**src/rtl/tbpe_pkg.sv**
```systemverilog
// Shared types and constants for the tape block payload extractor.
// Used by every module of the block; depends on nothing else.
`default_nettype none

package tbpe_pkg;

  // Width of one tape byte and of one payload byte.
  localparam int unsigned DATA_W = 8;

  // Total image size; the byte that reaches it is marked last.
  localparam int unsigned IMAGE_BYTES = 16384;
  localparam int unsigned EMIT_W = $clog2(IMAGE_BYTES + 1);

  // Header bytes dropped from blocks while nothing has been emitted yet.
  localparam int unsigned HEADER_SKIP = 5;
  localparam int unsigned SKIP_W = 3;

  // Sync pattern FF 01 3C 01.
  localparam int unsigned SYNC_LEN = 4;
  localparam int unsigned SYNC_W = $clog2(SYNC_LEN);

  typedef logic [DATA_W-1:0] byte_t;

  localparam byte_t SYNC_PATTERN [SYNC_LEN] = '{8'hFF, 8'h01, 8'h3C, 8'h01};

  // One result beat as it leaves the parser.
  typedef struct packed {
    logic  valid;
    byte_t data;
    logic  last;
  } result_t;

endpackage

`default_nettype wire

```
**src/rtl/tbpe_in_stage.sv**
```systemverilog
// Input register of the tape block payload extractor.
// Holds one accepted tape byte until the parser takes it; uses tbpe_pkg.
`default_nettype none

module tbpe_in_stage (
  input  wire logic            clk_i,
  input  wire logic            rst_ni,
  input  wire logic            in_valid_i,
  output logic                 in_stall_o,
  input  wire tbpe_pkg::byte_t tape_byte_i,
  input  wire logic            advance_i,
  output logic                 step_o,
  output tbpe_pkg::byte_t      byte_o
);

  logic            valid_q, valid_d;
  tbpe_pkg::byte_t byte_q, byte_d;
  logic            load;

  // The register takes a new beat whenever it is empty or its beat moves on.
  assign load       = advance_i || !valid_q;
  assign in_stall_o = !load;
  assign valid_d    = load ? in_valid_i : valid_q;
  assign byte_d     = load ? tape_byte_i : byte_q;

  assign step_o = valid_q && advance_i;
  assign byte_o = byte_q;

  // Valid flag is reset; the data byte needs no reset.
  always_ff @(posedge clk_i or negedge rst_ni) begin
    if (!rst_ni) begin
      valid_q <= 1'b0;
    end else begin
      valid_q <= valid_d;
    end
  end

  always_ff @(posedge clk_i) begin
    byte_q <= byte_d;
  end

endmodule

`default_nettype wire

```
**src/rtl/tbpe_parser.sv**
```systemverilog
// Sync hunt, header skip and payload copy for one tape byte per step.
// Keeps the block state and forms the result beat; uses tbpe_pkg.
`default_nettype none

module tbpe_parser (
  input  wire logic            clk_i,
  input  wire logic            rst_ni,
  input  wire logic            step_i,
  input  wire tbpe_pkg::byte_t byte_i,
  output tbpe_pkg::result_t    result_o
);

  typedef enum logic [2:0] {
    PH_HUNT   = 3'd0,
    PH_LENGTH = 3'd1,
    PH_SKIP   = 3'd2,
    PH_COPY   = 3'd3,
    PH_DONE   = 3'd4
  } phase_e;

  phase_e                              phase_q, phase_d;
  logic [tbpe_pkg::SYNC_W-1:0]         sync_step_q, sync_step_d;
  tbpe_pkg::byte_t                     bytes_left_q, bytes_left_d;
  logic [tbpe_pkg::SKIP_W-1:0]         skip_left_q, skip_left_d;
  logic [tbpe_pkg::EMIT_W-1:0]         emitted_q, emitted_d;
  tbpe_pkg::byte_t                     len_left;
  logic [tbpe_pkg::SKIP_W-1:0]         len_skip;
  logic [tbpe_pkg::SKIP_W-1:0]         skip_dec;
  tbpe_pkg::byte_t                     left_dec;
  logic [tbpe_pkg::EMIT_W-1:0]         emit_inc;

  // Block length seen at the length byte, with the header taken off if needed.
  always_comb begin
    if (emitted_q == '0) begin
      len_skip = tbpe_pkg::SKIP_W'(tbpe_pkg::HEADER_SKIP);
      if (byte_i > tbpe_pkg::DATA_W'(tbpe_pkg::HEADER_SKIP)) begin
        len_left = byte_i - tbpe_pkg::DATA_W'(tbpe_pkg::HEADER_SKIP);
      end else begin
        len_left = '0;
      end
    end else begin
      len_skip = '0;
      len_left = byte_i;
    end
  end

  assign skip_dec = skip_left_q - tbpe_pkg::SKIP_W'(1);
  assign left_dec = bytes_left_q - tbpe_pkg::DATA_W'(1);
  assign emit_inc = emitted_q + tbpe_pkg::EMIT_W'(1);

  // Next state and result for the byte in hand.
  always_comb begin
    phase_d      = phase_q;
    sync_step_d  = sync_step_q;
    bytes_left_d = bytes_left_q;
    skip_left_d  = skip_left_q;
    emitted_d    = emitted_q;
    result_o     = '{valid: 1'b0, data: byte_i, last: 1'b0};
    unique case (phase_q)
      PH_LENGTH: begin
        bytes_left_d = len_left;
        skip_left_d  = len_skip;
        if (len_skip != '0) begin
          phase_d = PH_SKIP;
        end else if (len_left != '0) begin
          phase_d = PH_COPY;
        end else begin
          phase_d     = PH_HUNT;
          sync_step_d = '0;
        end
      end
      PH_SKIP: begin
        skip_left_d = skip_dec;
        if (skip_dec == '0) begin
          if (bytes_left_q != '0) begin
            phase_d = PH_COPY;
          end else begin
            phase_d     = PH_HUNT;
            sync_step_d = '0;
          end
        end
      end
      PH_COPY: begin
        emitted_d       = emit_inc;
        bytes_left_d    = left_dec;
        result_o.valid  = 1'b1;
        if (emit_inc >= tbpe_pkg::EMIT_W'(tbpe_pkg::IMAGE_BYTES)) begin
          result_o.last = 1'b1;
          phase_d       = PH_DONE;
        end else if (left_dec == '0) begin
          phase_d     = PH_HUNT;
          sync_step_d = '0;
        end
      end
      PH_DONE: begin
        phase_d = PH_DONE;
      end
      default: begin
        // Hunting; a mismatching FF counts as the first pattern byte.
        phase_d = PH_HUNT;
        if (byte_i == tbpe_pkg::SYNC_PATTERN[sync_step_q]) begin
          if (sync_step_q == tbpe_pkg::SYNC_W'(tbpe_pkg::SYNC_LEN - 1)) begin
            sync_step_d = '0;
            phase_d     = PH_LENGTH;
          end else begin
            sync_step_d = sync_step_q + tbpe_pkg::SYNC_W'(1);
          end
        end else if (byte_i == tbpe_pkg::SYNC_PATTERN[0]) begin
          sync_step_d = tbpe_pkg::SYNC_W'(1);
        end else begin
          sync_step_d = '0;
        end
      end
    endcase
    if (!step_i) begin
      result_o.valid = 1'b0;
    end
  end

  // State moves only when a byte is stepped through.
  always_ff @(posedge clk_i or negedge rst_ni) begin
    if (!rst_ni) begin
      phase_q      <= PH_HUNT;
      sync_step_q  <= '0;
      bytes_left_q <= '0;
      skip_left_q  <= '0;
      emitted_q    <= '0;
    end else if (step_i) begin
      phase_q      <= phase_d;
      sync_step_q  <= sync_step_d;
      bytes_left_q <= bytes_left_d;
      skip_left_q  <= skip_left_d;
      emitted_q    <= emitted_d;
    end
  end

  // The image-complete byte always leads into the done phase.
  a_last_to_done: assert property (@(posedge clk_i) disable iff (!rst_ni)
    (step_i && result_o.last) |=> (phase_q == PH_DONE))
    else $error("last byte did not end the image");

  // Once done, the block stays done until reset.
  a_done_sticks: assert property (@(posedge clk_i) disable iff (!rst_ni)
    (phase_q == PH_DONE) |=> (phase_q == PH_DONE))
    else $error("left the done phase");

  // The emitted count never passes the image size.
  a_emit_bound: assert property (@(posedge clk_i) disable iff (!rst_ni)
    emitted_q <= tbpe_pkg::EMIT_W'(tbpe_pkg::IMAGE_BYTES))
    else $error("emitted count beyond image size");

  // Copying never starts with nothing left in the block.
  a_copy_nonempty: assert property (@(posedge clk_i) disable iff (!rst_ni)
    (phase_q == PH_COPY) |-> (bytes_left_q != '0))
    else $error("copy phase with empty block");

endmodule

`default_nettype wire

```
**src/rtl/tbpe_out_stage.sv**
```systemverilog
// Output register of the tape block payload extractor.
// Holds one result beat until the receiver takes it; uses tbpe_pkg.
`default_nettype none

module tbpe_out_stage (
  input  wire logic              clk_i,
  input  wire logic              rst_ni,
  input  wire tbpe_pkg::result_t result_i,
  output logic                   ready_o,
  output logic                   out_valid_o,
  input  wire logic              out_stall_i,
  output tbpe_pkg::byte_t        data_byte_o,
  output logic                   image_last_o
);

  logic            valid_q, valid_d;
  tbpe_pkg::byte_t data_q, data_d;
  logic            last_q, last_d;

  // Free when empty or when its beat is taken this cycle.
  assign ready_o = !valid_q || !out_stall_i;
  assign valid_d = ready_o ? result_i.valid : valid_q;
  assign data_d  = ready_o ? result_i.data  : data_q;
  assign last_d  = ready_o ? result_i.last  : last_q;

  always_ff @(posedge clk_i or negedge rst_ni) begin
    if (!rst_ni) begin
      valid_q <= 1'b0;
    end else begin
      valid_q <= valid_d;
    end
  end

  always_ff @(posedge clk_i) begin
    data_q <= data_d;
    last_q <= last_d;
  end

  assign out_valid_o  = valid_q;
  assign data_byte_o  = data_q;
  assign image_last_o = last_q;

endmodule

`default_nettype wire

```
**src/rtl/tape_block_payload_extractor.sv**
```systemverilog
// Tape block payload extractor: scans a tape byte stream for
// FF 01 3C 01 sync marks and passes out the payload bytes of each block.
//
// Input channel: tape_byte_i with in_valid_i / in_stall_o. A beat is taken
// at a rising edge with valid high and stall low. Output channel:
// data_byte_o and image_last_o with out_valid_o / out_stall_i, the same rule.
// Only payload bytes produce output beats; sync, length and header bytes
// are consumed silently. The first blocks drop a five-byte header while
// nothing has been emitted yet. The 16384th output byte carries image_last_o
// and everything after it is discarded until reset.
//
// An input beat passes the input register, then the parser step into the
// output register. Throughput: one byte per cycle while the receiver does not
// stall, set by the combinational parser step between the two registers.
// When the receiver stalls with a beat waiting, the output register and the
// parser hold. in_stall_o rises in that same cycle if the input register
// holds a byte, or else after one more beat has filled it.
// Reset (rst_ni low, asynchronous) empties both registers and returns the
// parser to sync hunting with the emitted count at zero.
`default_nettype none

module tape_block_payload_extractor (
  input  wire logic                       clk_i,
  input  wire logic                       rst_ni,
  input  wire logic                       in_valid_i,
  output logic                            in_stall_o,
  input  wire logic [tbpe_pkg::DATA_W-1:0] tape_byte_i,
  output logic                            out_valid_o,
  input  wire logic                       out_stall_i,
  output logic [tbpe_pkg::DATA_W-1:0]     data_byte_o,
  output logic                            image_last_o
);

  logic              advance;
  logic              step;
  tbpe_pkg::byte_t   step_byte;
  tbpe_pkg::result_t result;

  // Input register.
  tbpe_in_stage u_in_stage (
    .clk_i       (clk_i),
    .rst_ni      (rst_ni),
    .in_valid_i  (in_valid_i),
    .in_stall_o  (in_stall_o),
    .tape_byte_i (tape_byte_i),
    .advance_i   (advance),
    .step_o      (step),
    .byte_o      (step_byte)
  );

  // Per-byte parser.
  tbpe_parser u_parser (
    .clk_i    (clk_i),
    .rst_ni   (rst_ni),
    .step_i   (step),
    .byte_i   (step_byte),
    .result_o (result)
  );

  // Output register.
  tbpe_out_stage u_out_stage (
    .clk_i        (clk_i),
    .rst_ni       (rst_ni),
    .result_i     (result),
    .ready_o      (advance),
    .out_valid_o  (out_valid_o),
    .out_stall_i  (out_stall_i),
    .data_byte_o  (data_byte_o),
    .image_last_o (image_last_o)
  );

endmodule

`default_nettype wire
```
**config.mk**
```make
export PLATFORM = sky130hd
export DESIGN_NAME = tape_block_payload_extractor
export DESIGN_NICKNAME = d
export VERILOG_FILES = /design/src/rtl/tbpe_pkg.sv /design/src/rtl/tbpe_in_stage.sv /design/src/rtl/tbpe_parser.sv /design/src/rtl/tbpe_out_stage.sv /design/src/rtl/tape_block_payload_extractor.sv
export SDC_FILE = /design/constraint.sdc
export NUM_CORES = 1
export LEC_CHECK = 0
export BUFFER_PORTS_ARGS = -buffer_cell sky130_fd_sc_hd__buf_2
export CAP_MARGIN = 20
export CORE_MARGIN = 10
export CORE_UTILIZATION = 54
export DETAILED_ROUTE_END_ITERATION = 10
export PLACE_DENSITY_LB_ADDON = 0.3
export SLEW_MARGIN = 10
export SYNTH_ARGS = -nofsm -noshare
export SYNTH_HDL_FRONTEND = slang
export SYNTH_HIERARCHICAL = 1
export SYNTH_SLANG_ARGS = --single-unit
```
**constraint.sdc**
```tcl
create_clock -name clk_i -period 3.1 [get_ports clk_i]
set_input_delay 0 -clock clk_i [delete_from_list [all_inputs] [get_ports clk_i]]
set_output_delay 0 -clock clk_i [all_outputs]
set_load 0.005 [all_outputs]
```
# After elaboration in Yosys (flattened, before gate mapping)
# Cells that the tools add are included.
classes:
  n_addsub: 5
  magnitude_cmp: 3
  eq_ne: 14
  muxes: 30
  bitwise_logic: 2
  reduce_logical: 20
op_table:
  columns: ["cell", "n"]
  rows:
  - ["$mux W8", 4]
  - ["$mux W2", 10]
  - ["$mux W3", 6]
  - ["$bmux W8 S2", 1]
  - ["$pmux W8 S2", 1]
  - ["$reduce_bool A8 Y1", 2]
  - ["$add A15 B1 Y15 const B", 1]
  - ["$ge A15 B15 Y1 const B", 1]
  - ["$logic_not A15 Y1", 1]
  - ["$pmux W3 S4", 1]
  - ["$eq A8 B8 Y1", 1]
  - ["$eq A8 B8 Y1 const B", 1]
  - ["$gt A8 B3 Y1 const B", 1]
  - ["$logic_not A8 Y1", 1]
  - ["$ne A2 B2 Y1 const B", 4]
  - ["$pmux W2 S4", 1]
  - ["$reduce_and A8 Y1", 1]
  - ["$sub A8 B1 Y8 const B", 1]
  - ["$sub A8 B3 Y8 const B", 1]
  - ["$eq A3 B2 Y1 const B", 2]
  - ["$pmux W3 S2", 1]
  - ["$reduce_and A2 Y1", 3]
  - ["$mux W1", 5]
  - ["$logic_not A1 Y1", 4]
  - ["other kinds (16)", 19]
word_totals:
  register_bits: 50
  input_bits: 12
  output_inout_bits: 11
  word_cells: 84

# Longest topological paths before layout
# Gate-level depths: netlist of the first run.
depth:
  word_depth: 7
  ltp_mapped: 10
  mapped_depth_nobuf: 9

# Modules after synthesis
# The synthesis of the first run kept the hierarchy.
modules_own_cells:
  columns: ["mod", "instances", "cells_per_inst", "area_per_inst_um2", "seq_area_each_um2"]
  rows:
  - ["tbpe_parser", 1, 287, 2407.3, 775.7]
  - ["tbpe_out_stage", 1, 12, 306.5, 295.3]
  - ["tbpe_in_stage", 1, 13, 296.5, 265.3]

# Worst setup path before layout of the first run
# Ideal clock, no wire load.
synth_path:
  path_type: "reg2reg"
  startpoint: "register u_parser/emitted_q[0] (netlist name)"
  endpoint: "register u_parser.phase_q[1]"
  setup_time_ns: 0.126
  arrival_time_ns: 2.106
  required_ns: 2.974
  setup_slack_ns: 0.868
  stages_incl_launch_ff: 10
  path_buffers: 0
  period_less_slack_ns: 2.232
  cell_sequence: "dfrtp_1 > inv_1 > ha_1 > nor4b_4 > nand4_4 > o31a_1 > nor4_4 > and3b_1 > nand2_1 > a311o_1"
synth_via:
  elab_cells_between_ends: 13
  classes_between: "add/sub (1); order compare (1); eq/ne (1); mux (6); reduce/logical (4)"
synth_lines:
  columns: ["element", "line", "rtl"]
  rows:
  - ["start, declared", "tbpe_parser.sv:25", "logic [tbpe_pkg::EMIT_W-1:0] emitted_q, emitted_d;"]
  - ["start signal, assigned", "tbpe_parser.sv:133", "emitted_q <= emitted_d;"]
  - ["$add A15 B1 Y15 (*)", "tbpe_parser.sv:49", "assign emit_inc = emitted_q + tbpe_pkg::EMIT_W'(1);"]
  - ["via u_parser.emit_inc (one bit)", "tbpe_parser.sv:30", "logic [tbpe_pkg::EMIT_W-1:0] emit_inc;"]
  - ["$ge A15 B15 Y1 (*)", "tbpe_parser.sv:87", "if (emit_inc >= tbpe_pkg::EMIT_W'(tbpe_pkg::IMAGE_BYTES)) begin"]
  - ["$mux W3 or $ne A3 B1 Y1 (tied branches)", null, null]
  - ["$pmux W3 S4 or $reduce_and A3 Y1 (tied branches)", null, null]
  - ["end signal, assigned", "tbpe_parser.sv:129", "phase_q <= phase_d;"]
  - ["end, declared", "tbpe_parser.sv:21", "phase_e phase_q, phase_d;"]
# The timed path passes the listed nets; every way through them passes the cells marked *.
# A chain may end at the register's enable or synchronous reset.

# Worst setup path after layout of the first run
# Same ends and word-level chain as after synthesis.

==> impl_metrics.json, run 1 <==
{
  "syn_area_per_cell_um2": 9.649,
  "area_growth_pct": 10.39,
  "via_per_inst": 5.702,
  "core_area_um2": 5473,
  "maxCapViolCount": 0,
  "syn_area_um2": 3010,
  "synth_cell_type_count": 55,
  "io_pins": 23,
  "final_common_cell": "dfrtp_1",
  "globalplace.congestion": 0.8774,
  "cts_max_level": 2,
  "dp.cells": 387,
  "outcome": "completed",
  "wire_per_inst_um": 15.84,
  "rsz0062_at_grt": "false",
  "end_kind": "flip-flop",
  "path_class": "reg2reg",
  "antenna_found_initial": 0,
  "start_kind": "flip-flop",
  "slowest_delay_ns": 0.42,
  "pwr-share-seq": 0.426,
  "p_comb_frac": 0.413,
  "finalHoldViolCount": 0,
  "grt_overflow": 0,
  "num_vias": 2315,
  "syn-instance-count": 312,
  "num_antenna_cells": 0,
  "ys_ff_latch": 50,
  "grt_pass1_vias": 2345,
  "post-route-min-period_ns": 2.427,
  "num_rows": 27,
  "setup_violations": 0,
  "worst_slew_pin_slew_ns": 0.7584,
  "cts_tree": "yes",
  "dieArea_um2": 8961,
  "ant_nets": 0,
  "track_usage": 0.1543,
  "vdd_drop_max_mv": 0.3838,
  "clk_latency_ns": 0.31,
  "cts.sinks": 50,
  "drt_iter0_drc": 234,
  "critPathMaxFanout": 7,
  "fin_crit_sh": 0.7830,
  "postRouteWirelength_um": 6430,
  "slew-limit-headroom": 0.4944,
  "dpl.hpwl_um": 4647,
  "syn-num-nets": 337,
  "fin_tns_setup_ns": 0,
  "final_nets": 358,
  "mostFrequentLayoutCells": "33 x dfrtp_1, 32 x nor2_1, 28 x nand2_1",
  "stdcell_count": 406,
  "power_switching_share": 0.4072,
  "required_ns": 3.30,
  "initial_utilization": 0.5501,
  "fin_util": 0.6072,
  "fin_skew_ns": 0.009646,
  "yosysWarnings": 6,
  "die_h_um": 94.67,
  "drtPass1Iterations": 4,
  "hold_slack_ns": 0.2771,
  "die_x_um": 94.67,
  "io_buffers": 22,
  "p_int_mw": 1.494,
  "clk_pin_slew_ns": 0.09,
  "root_buffer": "clkbuf_8",
  "cts_buffers": 5,
  "yosysSeqAreaShare": 0.4439,
  "power_switching_mw": 1.026,
  "powerDensity_nw_per_um2": 758.1,
  "fmax_ghz": 0.4120,
  "synth_edf_count": 17,
  "crit_chain": "inv_1 -> ha_1 -> nor4b_4 -> and4_1 -> a21boi_1 -> nor4_4 -> and3b_1 -> nand2_1 -> a311o_1",
  "clock_path_buffers": 2,
  "synthFlopType": "dfrtp_1",
  "power_mw": 2.519,
  "grt_pass1_wl_um": 11070,
  "drv_slew": 0,
  "drive_gt1_frac": 0.1257,
  "hold_class": "in2async",
  "power.leakage_nw": 1.349,
  "clock_power_share": 0.162,
  "grt_max_degree": 34,
  "async_flop_share": 0.6600,
  "cts_resized": 0,
  "cp_slowest_cell": "dfrtp_1",
  "drcViolationCount": 0,
  "cp_data_arrival_time_ns": 2.63
}
==> cells in the mapped netlist, types with 2 or more instances <==
cell type  instances  share of area
o21ai_1            5         0.0083
a211oi_1           3         0.0075
o211ai_1           3         0.0075
xnor2_1           15          0.044
a31oi_1            3         0.0062
nor4_4             3          0.021
mux2_1             2         0.0075
nand2b_1           7          0.015
o31ai_1            3         0.0075
buf_4              8          0.020
buf_2              3         0.0050
nor4_1             4         0.0083
a21oi_1           12          0.020
inv_1             12          0.015
edfxtp_1          17           0.17
nand4_1            8          0.017
nor3_1            10          0.017
xor2_1             4          0.012
nand3_1           10          0.017
nand2_1           28          0.035
o21a_1             2         0.0050
clkbuf_1          10          0.012
o21ai_0           18          0.030
ha_1              13          0.054
nor2b_1            5          0.010
nor2_1            32          0.040
o22ai_1            5          0.010
dfrtp_1           33           0.27
and4_1             4          0.012
mux2i_1            2         0.0067
and2_1             3         0.0062
or3_1              2         0.0042
==> critical path, delay by kind of cell (launching register included) <==
family | cells | cell delay (ns)
compound gates | 2 | 0.48
fa+ha+maj | 1 | 0.16
buf+inv | 1 | 0.07
simple gates | 5 | 1.20
flops | 1 | 0.42
==> layer usage <==
| metal | part of all wire | GRT usage |
|---|---|---|
| met1 | 0.45 | 0.1912 |
| met2 | 0.50 | 0.2592 |
| met3 | 0.032 | 0.03013 |
| met4 | 0.022 | 0.05985 |
| met5 | 0 | 0 |
==> layout make-up <==
type | instances | area (µm²)
flip-flops and latches | 50 | 1336
inverters | 13 | 48.80
fillers | 486 | 2150
clock buffers | 6 | 82.58
well taps | 72 | 90.09
repair buffers | 35 | 235.2
clock inverters | 2 | 17.52
multi-input cells | 228 | 1513
==> cell families after synthesis <==
group           after synthesis  share of synthesized area
fa+ha+maj                    13                    0.05403
mux                           4                    0.01413
xor+xnor                     19                    0.05528
flops                        50                     0.4439
compound gates               66                     0.1380
buf+inv                      34                    0.05361
simple gates                126                     0.2411
==> power by group through the flow <==
stage | Combinational (mW) | Clock (mW) | Sequential, mW
2_1_floorplan | 0.823 | 0 | 1.02
3_3_place_gp | 1.00 | 0 | 1.07
3_5_place_dp | 1.02 | 0 | 1.08
4_1_cts | 1.04 | 0.425 | 1.07
5_1_grt | 1.19 | 0.442 | 1.11
6_report | 1.04 | 0.407 | 1.07
==> timing repair <==
action | 4_1_cts | 5_1_grt
endpoints found under the hold margin | 43 | 0
buffers inserted | 0 | 0
hold buffers | 11 | 0
==> worst paths after layout <==
check / slack, ns / from / cells after the start / end
worst max-delay path: 0.67 / u_parser/emitted_q[0] / 9 / u_parser/phase_q[1]
worst min-delay path: 0.28 / rst_ni / 2 / u_parser/sync_step_q[1]
worst max register to register: 0.67 / u_parser/emitted_q[0] / 9 / u_parser/phase_q[1]
worst min register to register: 0.51 / u_parser/emitted_q[8] / 1 / u_parser/emitted_q[8]
max in group asynchronous: 2.33 / rst_ni / 2 / u_parser/emitted_q[6]
min in group clk_i: 0.39 / tape_byte_i[7] / 2 / u_in_stage/byte_o[7]
==> state kept, by name, summed over array words and instances, names as in the netlist <==
register / flops
u_parser/phase_q: 3
u_out_stage/data_byte_o: 8
u_parser/bytes_left_q: 8
u_in_stage/byte_o: 8
u_out_stage/image_last_o: 1
u_parser/skip_left_q: 3
u_out_stage/out_valid_o: 1
u_in_stage/valid_q: 1
u_parser/emitted_q: 15
u_parser/sync_step_q: 2
==> metrics by stage <==
| stage | area, µm² | worst slack (ns) |
|---|---|---|
| after floorplan | 3010 | 0.8680 |
| after global placement | 3113 | 0.7394 |
| after detailed placement | 3113 | 0.6867 |
| after CTS | 3323 | 0.6692 |
| after global routing | 3323 | 0.4142 |
| final | 3323 | 0.6728 |
Note: power is estimated with default switching activity, not from simulation.
==> inputs of run 2 (changes only) <==
==> constraint.sdc (replaced) <==
create_clock -name clk_i -period 2 [get_ports clk_i]
set_input_delay 0 -clock clk_i [delete_from_list [all_inputs] [get_ports clk_i]]
set_output_delay 0 -clock clk_i [all_outputs]
set_load 0.005 [all_outputs]
==> run 2 against run 1 <==
Compared with the run above:
- the flow now finishes with violations (setup timing)
- first-iteration DRC count shrank 0.85%
- critical path depth increased by 1
- sequential power up 47%
- register-to-register slack worse by 0.93 ns
- clock power is 110% higher
- sequential cell count unchanged
- highest routed layer unchanged
==> impl_metrics.json, run 2 (synthesized netlist as in run 1, its figures left out) <==
{
  "drcViolationCount": 0,
  "cts_max_level": 2,
  "mostFrequentLayoutCells": "56 x buf_4, 33 x dfrtp_1, 31 x nor2_1",
  "nFillCells": 376,
  "ant_nets": 0,
  "place_ws_ns": -0.3187,
  "cts.sinks": 50,
  "place_area_um2": 3492,
  "die_x_um": 94.67,
  "dieArea_um2": 8961,
  "post-route-min-period_ns": 2.259,
  "power_switching_share": 0.3819,
  "grt_pass1_wl_um": 12730,
  "outcome": "finished with violations",
  "core_area_um2": 5473,
  "cts_buffers": 5,
  "top_register": "u_parser/emitted_q",
  "antenna_found_initial": 1,
  "multi_input_area_um2": 1708,
  "fmax_ghz": 0.4426,
  "rsz0062_at_grt": "true",
  "p_comb_frac": 0.499,
  "clock_power_share": 0.175,
  "globalplace.congestion": 0.9099,
  "fin_skew_ns": 0.005781,
  "stdcell_count": 463,
  "powerDensity_nw_per_um2": 1208,
  "drv_slew": 0,
  "fin_tns_setup_ns": -1.656,
  "critPathMaxFanout": 5,
  "drive_gt1_frac": 0.3205,
  "maxCapViolCount": 0,
  "finalHoldViolCount": 0,
  "cp_data_arrival_time_ns": 2.44,
  "vdd_drop_max_mv": 0.6461,
  "initial_utilization": 0.5501,
  "end_kind": "flip-flop",
  "drt_iter0_drc": 232,
  "finalInstanceArea_um2": 3981,
  "required_ns": 2.18,
  "root_buffer": "clkbuf_8",
  "ff_latch_area_um2": 1336,
  "fin_crit_sh": 1.130,
  "num_rows": 27,
  "final_nets": 414,
  "dpl.hpwl_um": 5250,
  "via_per_inst": 5.866,
  "pwr-share-seq": 0.325,
  "num_vias": 2716,
  "dp.cells": 434,
  "path_class": "reg2reg",
  "wire_per_inst_um": 16.83,
  "p_int_mw": 2.973,
  "largest_register_ffs": 15,
  "final_common_cell": "buf_4",
  "grt_max_degree": 34,
  "setup_violations": 10,
  "clk_latency_ns": 0.31,
  "clk_pin_slew_ns": 0.09,
  "drtPass1Iterations": 5,
  "grt_overflow": 0,
  "cts_tree": "yes",
  "violations": "setup timing",
  "io_buffers": 22,
  "power.leakage_nw": 1.685,
  "io_pins": 23,
  "start_kind": "flip-flop",
  "clock_path_buffers": 2,
  "die_h_um": 94.67,
  "setup_ws_ns": -0.2591,
  "area_growth_pct": 32.25,
  "track_usage": 0.1784,
  "slew-limit-headroom": 0.4979,
  "postRouteWirelength_um": 7794,
  "grt_pass1_vias": 2720,
  "power_switching_mw": 1.837,
  "worst_slew_pin_slew_ns": 0.7532,
  "power_mw": 4.809,
  "hold_class": "in2async"
}
[run 2: routing by layer]
layer  global-route usage  share of wire  up-vias  wire length (µm)
li1                     -              -     1265                 -
met3              0.03093          0.052       28               403
met2               0.3192           0.53      118              4139
met1               0.2025           0.39     1305              3010
met5                    0              0        -                 0
met4              0.08105          0.031        0               240
[run 2: cell type report]
cell class,instances,share of cell area
multi-input cells,228,0.4290
inverters,13,0.01226
diodes,1,0.0006285
clock buffers,5,0.01728
repair buffers,91,0.1666
flip-flops and latches,50,0.3356
well taps,72,0.02263
clock inverters,3,0.01603
[run 2: through the flow]
stage                       util  hold slack [ns]
after floorplan                -          -0.2956
final                     0.7275           0.2999
after global routing      0.7275           0.3467
after global placement    0.6381          0.09483
after detailed placement  0.6381           0.1088
after CTS                 0.7053           0.3123
[run 2: worst max-delay path, cell delays in order (launching register included)]
cell      delay [ns]
dfrtp_1         0.40
inv_2           0.09
ha_4            0.14
nor4b_4         0.26
and4_4          0.33
buf_4           0.13
nand2b_4        0.06
nor3_4          0.17
mux2_4          0.32
o21ai_1         0.14
a21oi_1         0.09
[run 2: worst paths after layout]
| kind | from | end | slack (ns) | cells past startpoint |
|---|---|---|---|---|
| max in group asynchronous | rst_ni | u_in_stage/valid_q | 1.22 | 2 |
| min in group clk_i | tape_byte_i[1] | u_in_stage/byte_o[1] | 0.40 | 2 |
| worst max-delay path | u_parser/emitted_q[1] | u_parser/bytes_left_q[7] | -0.26 | 10 |
| worst max register to register | u_parser/emitted_q[1] | u_parser/bytes_left_q[7] | -0.26 | 10 |
| worst min register to register | u_parser/skip_left_q[1] | u_parser/skip_left_q[1] | 0.53 | 1 |
| worst min-delay path | rst_ni | u_parser/sync_step_q[0] | 0.30 | 2 |
[run 2: what timing repair did]
| action | 4_1_cts | 5_1_grt |
|---|---|---|
| hold buffers | 11 | 0 |
| pin swaps | 9 | 9 |
| resized for setup | 17 | 17 |
| endpoints found under the setup margin | 10 | 11 |
| buffers inserted | 5 | 4 |
| endpoints found under the hold margin | 43 | 0 |
[run 2: power by group through the flow]
stage	combinational, mW	clock [mW]	sequential [mW]
global placement	1.97	0	1.56
detailed placement	2.03	0	1.58
finish	2.40	0.842	1.57
floorplan	1.31	0	1.58
global route	2.64	0.894	1.60
CTS	2.21	0.851	1.56
==> inputs of run 3 (changes only) <==
==> constraint.sdc (replaced) <==
create_clock -name clk_i -period 2.9 [get_ports clk_i]
set_input_delay 0 -clock clk_i [delete_from_list [all_inputs] [get_ports clk_i]]
set_output_delay 0 -clock clk_i [all_outputs]
set_load 0.005 [all_outputs]
==> run 3 against run 2 <==
Compared with the run above:
- the run now ends clean
- final cell count is 12% lower
- sequential share of layout area increased by 6.5 points
- worst setup slack better by 0.69 ns
- die area unchanged
- register-to-register slack gained 0.69 ns
- critical path type unchanged
==> impl_metrics.json, run 3 (synthesized netlist as in run 1, its figures left out) <==
{
  "grtUsageMet1": 0.1883,
  "initial_utilization": 0.5501,
  "slew-limit-headroom": 0.4888,
  "mostFrequentLayoutCells": "33 x dfrtp_1, 32 x nor2_1, 28 x nand2_1",
  "grt_pass1_vias": 2395,
  "cp_data_arrival_time_ns": 2.65,
  "drive_gt1_frac": 0.1335,
  "maxCapViolCount": 0,
  "use_met2": 0.2506,
  "via_per_inst": 5.775,
  "reg2regPathDepth": 9,
  "wire_per_inst_um": 15.47,
  "dp.cells": 390,
  "clk_latency_ns": 0.30,
  "end_kind": "flip-flop",
  "drtPass1Iterations": 4,
  "finalHoldViolCount": 0,
  "drv_slew": 0,
  "cts_max_level": 2,
  "die_h_um": 94.67,
  "dpl.hpwl_um": 4625,
  "num_vias": 2362,
  "area_growth_pct": 10.93,
  "fin_tns_setup_ns": 0,
  "root_buffer": "clkbuf_8",
  "setup_violations": 0,
  "rsz0062_at_grt": "false",
  "io_buffers": 22,
  "grt_busiest_layer": "met2",
  "hold_slack_ns": 0.3135,
  "track_usage": 0.1501,
  "setup_ws_ns": 0.4338,
  "top_register": "u_parser/emitted_q",
  "drcViolationCount": 0,
  "crit_chain": "inv_1 -> ha_1 -> nor4b_4 -> and4_1 -> a21boi_1 -> nor4_4 -> a41oi_1 -> nor4b_2 -> o21ai_1",
  "cp_slowest_cell": "dfrtp_1",
  "fmax_ghz": 0.4055,
  "fin_skew_ns": 0.004978,
  "post-route-min-period_ns": 2.466,
  "stdcell_count": 409,
  "slowest_delay_ns": 0.43,
  "grt_overflow": 0,
  "hold_class": "in2async",
  "place_area_um2": 3136,
  "num_antenna_cells": 0,
  "vdd_drop_max_mv": 0.5402,
  "grt_pass1_wl_um": 11030,
  "ant_nets": 0,
  "start_kind": "flip-flop",
  "grt_max_degree": 34,
  "die_x_um": 94.67,
  "worstReg2RegStart": "u_parser/emitted_q[0]",
  "critPathMaxFanout": 7,
  "post_cts_buffers": 0,
  "drt_iter0_drc": 202,
  "final_common_cell": "dfrtp_1",
  "antenna_found_initial": 0,
  "io_pins": 23,
  "outcome": "completed",
  "dieArea_um2": 8961,
  "cts_tree": "yes",
  "clock_path_buffers": 2,
  "postRouteWirelength_um": 6328,
  "r2r-end": "u_parser/sync_step_q[0]",
  "num_rows": 27,
  "cts_buffers": 5,
  "finalInstanceArea_um2": 3339,
  "critPathTopFamily": "simple AND/OR/NAND/NOR gates",
  "grtUsageMet3": 0.03251,
  "cts.sinks": 50,
  "path_class": "reg2reg",
  "power.leakage_nw": 1.356,
  "worst_slew_pin_slew_ns": 0.7667,
  "required_ns": 3.09,
  "final_nets": 361,
  "place_ws_ns": 0.4628,
  "core_area_um2": 5473,
  "clk_pin_slew_ns": 0.09,
  "fin_crit_sh": 0.8504,
  "globalplace.congestion": 0.8553,
  "reg2reg_setup_slack_ns": 0.43,
  "powerDensity_nw_per_um2": 801.1,
  "cp.buffers_inverters": 1,
  "largest_register_ffs": 15
}
run 3: repair_timing:
| item | CTS | global route |
|---|---|---|
| hold endpoints to repair | 43 | 0 |
| resized for setup | 0 | 0 |
| hold buffers | 11 | 0 |
run 3: layout make-up:
type / instances / area (µm²)
flip-flops and latches: 50 / 1336
well taps: 72 / 90.09
clock inverters: 3 / 25.02
fillers: 484 / 2133
inverters: 13 / 48.80
multi-input cells: 228 / 1513
clock buffers: 5 / 68.82
repair buffers: 38 / 257.7
run 3: worst max path at each step:
stage,start,to,slack [ns],depth (start not counted)
2_1_floorplan,u_parser/emitted_q[0],u_parser/phase_q[1],0.67,9
3_3_place_gp,u_parser/emitted_q[0],u_parser/sync_step_q[1],0.55,9
3_5_place_dp,u_parser/emitted_q[0],u_parser/sync_step_q[0],0.46,9
4_1_cts,u_parser/emitted_q[0],u_parser/sync_step_q[0],0.43,9
5_1_grt,u_parser/emitted_q[0],u_parser/sync_step_q[0],0.22,9
6_report,u_parser/emitted_q[0],u_parser/sync_step_q[0],0.43,9
run 3: per-layer routing:
layer	routed length (µm)	up-vias	share of wire
met1	2808	1138	0.44
met2	3116	60	0.49
li1	-	1154	-
met4	111	0	0.018
met3	292	10	0.046
met5	0	-	0
run 3: where the power goes:
group | leakage [nW] | internal [mW] | switching [mW] | total (mW)
sequential | 0.598 | 0.930 | 0.202 | 1.13
combinational | 0.713 | 0.479 | 0.652 | 1.13
clock | 0.0447 | 0.174 | 0.238 | 0.413
run 3: metrics by stage:
stage,util,power (mW)
floorplan,-,1.967
finish,0.6102,2.675
global route,0.6102,2.914
CTS,0.6102,2.692
global placement,0.5729,2.224
detailed placement,0.5729,2.254
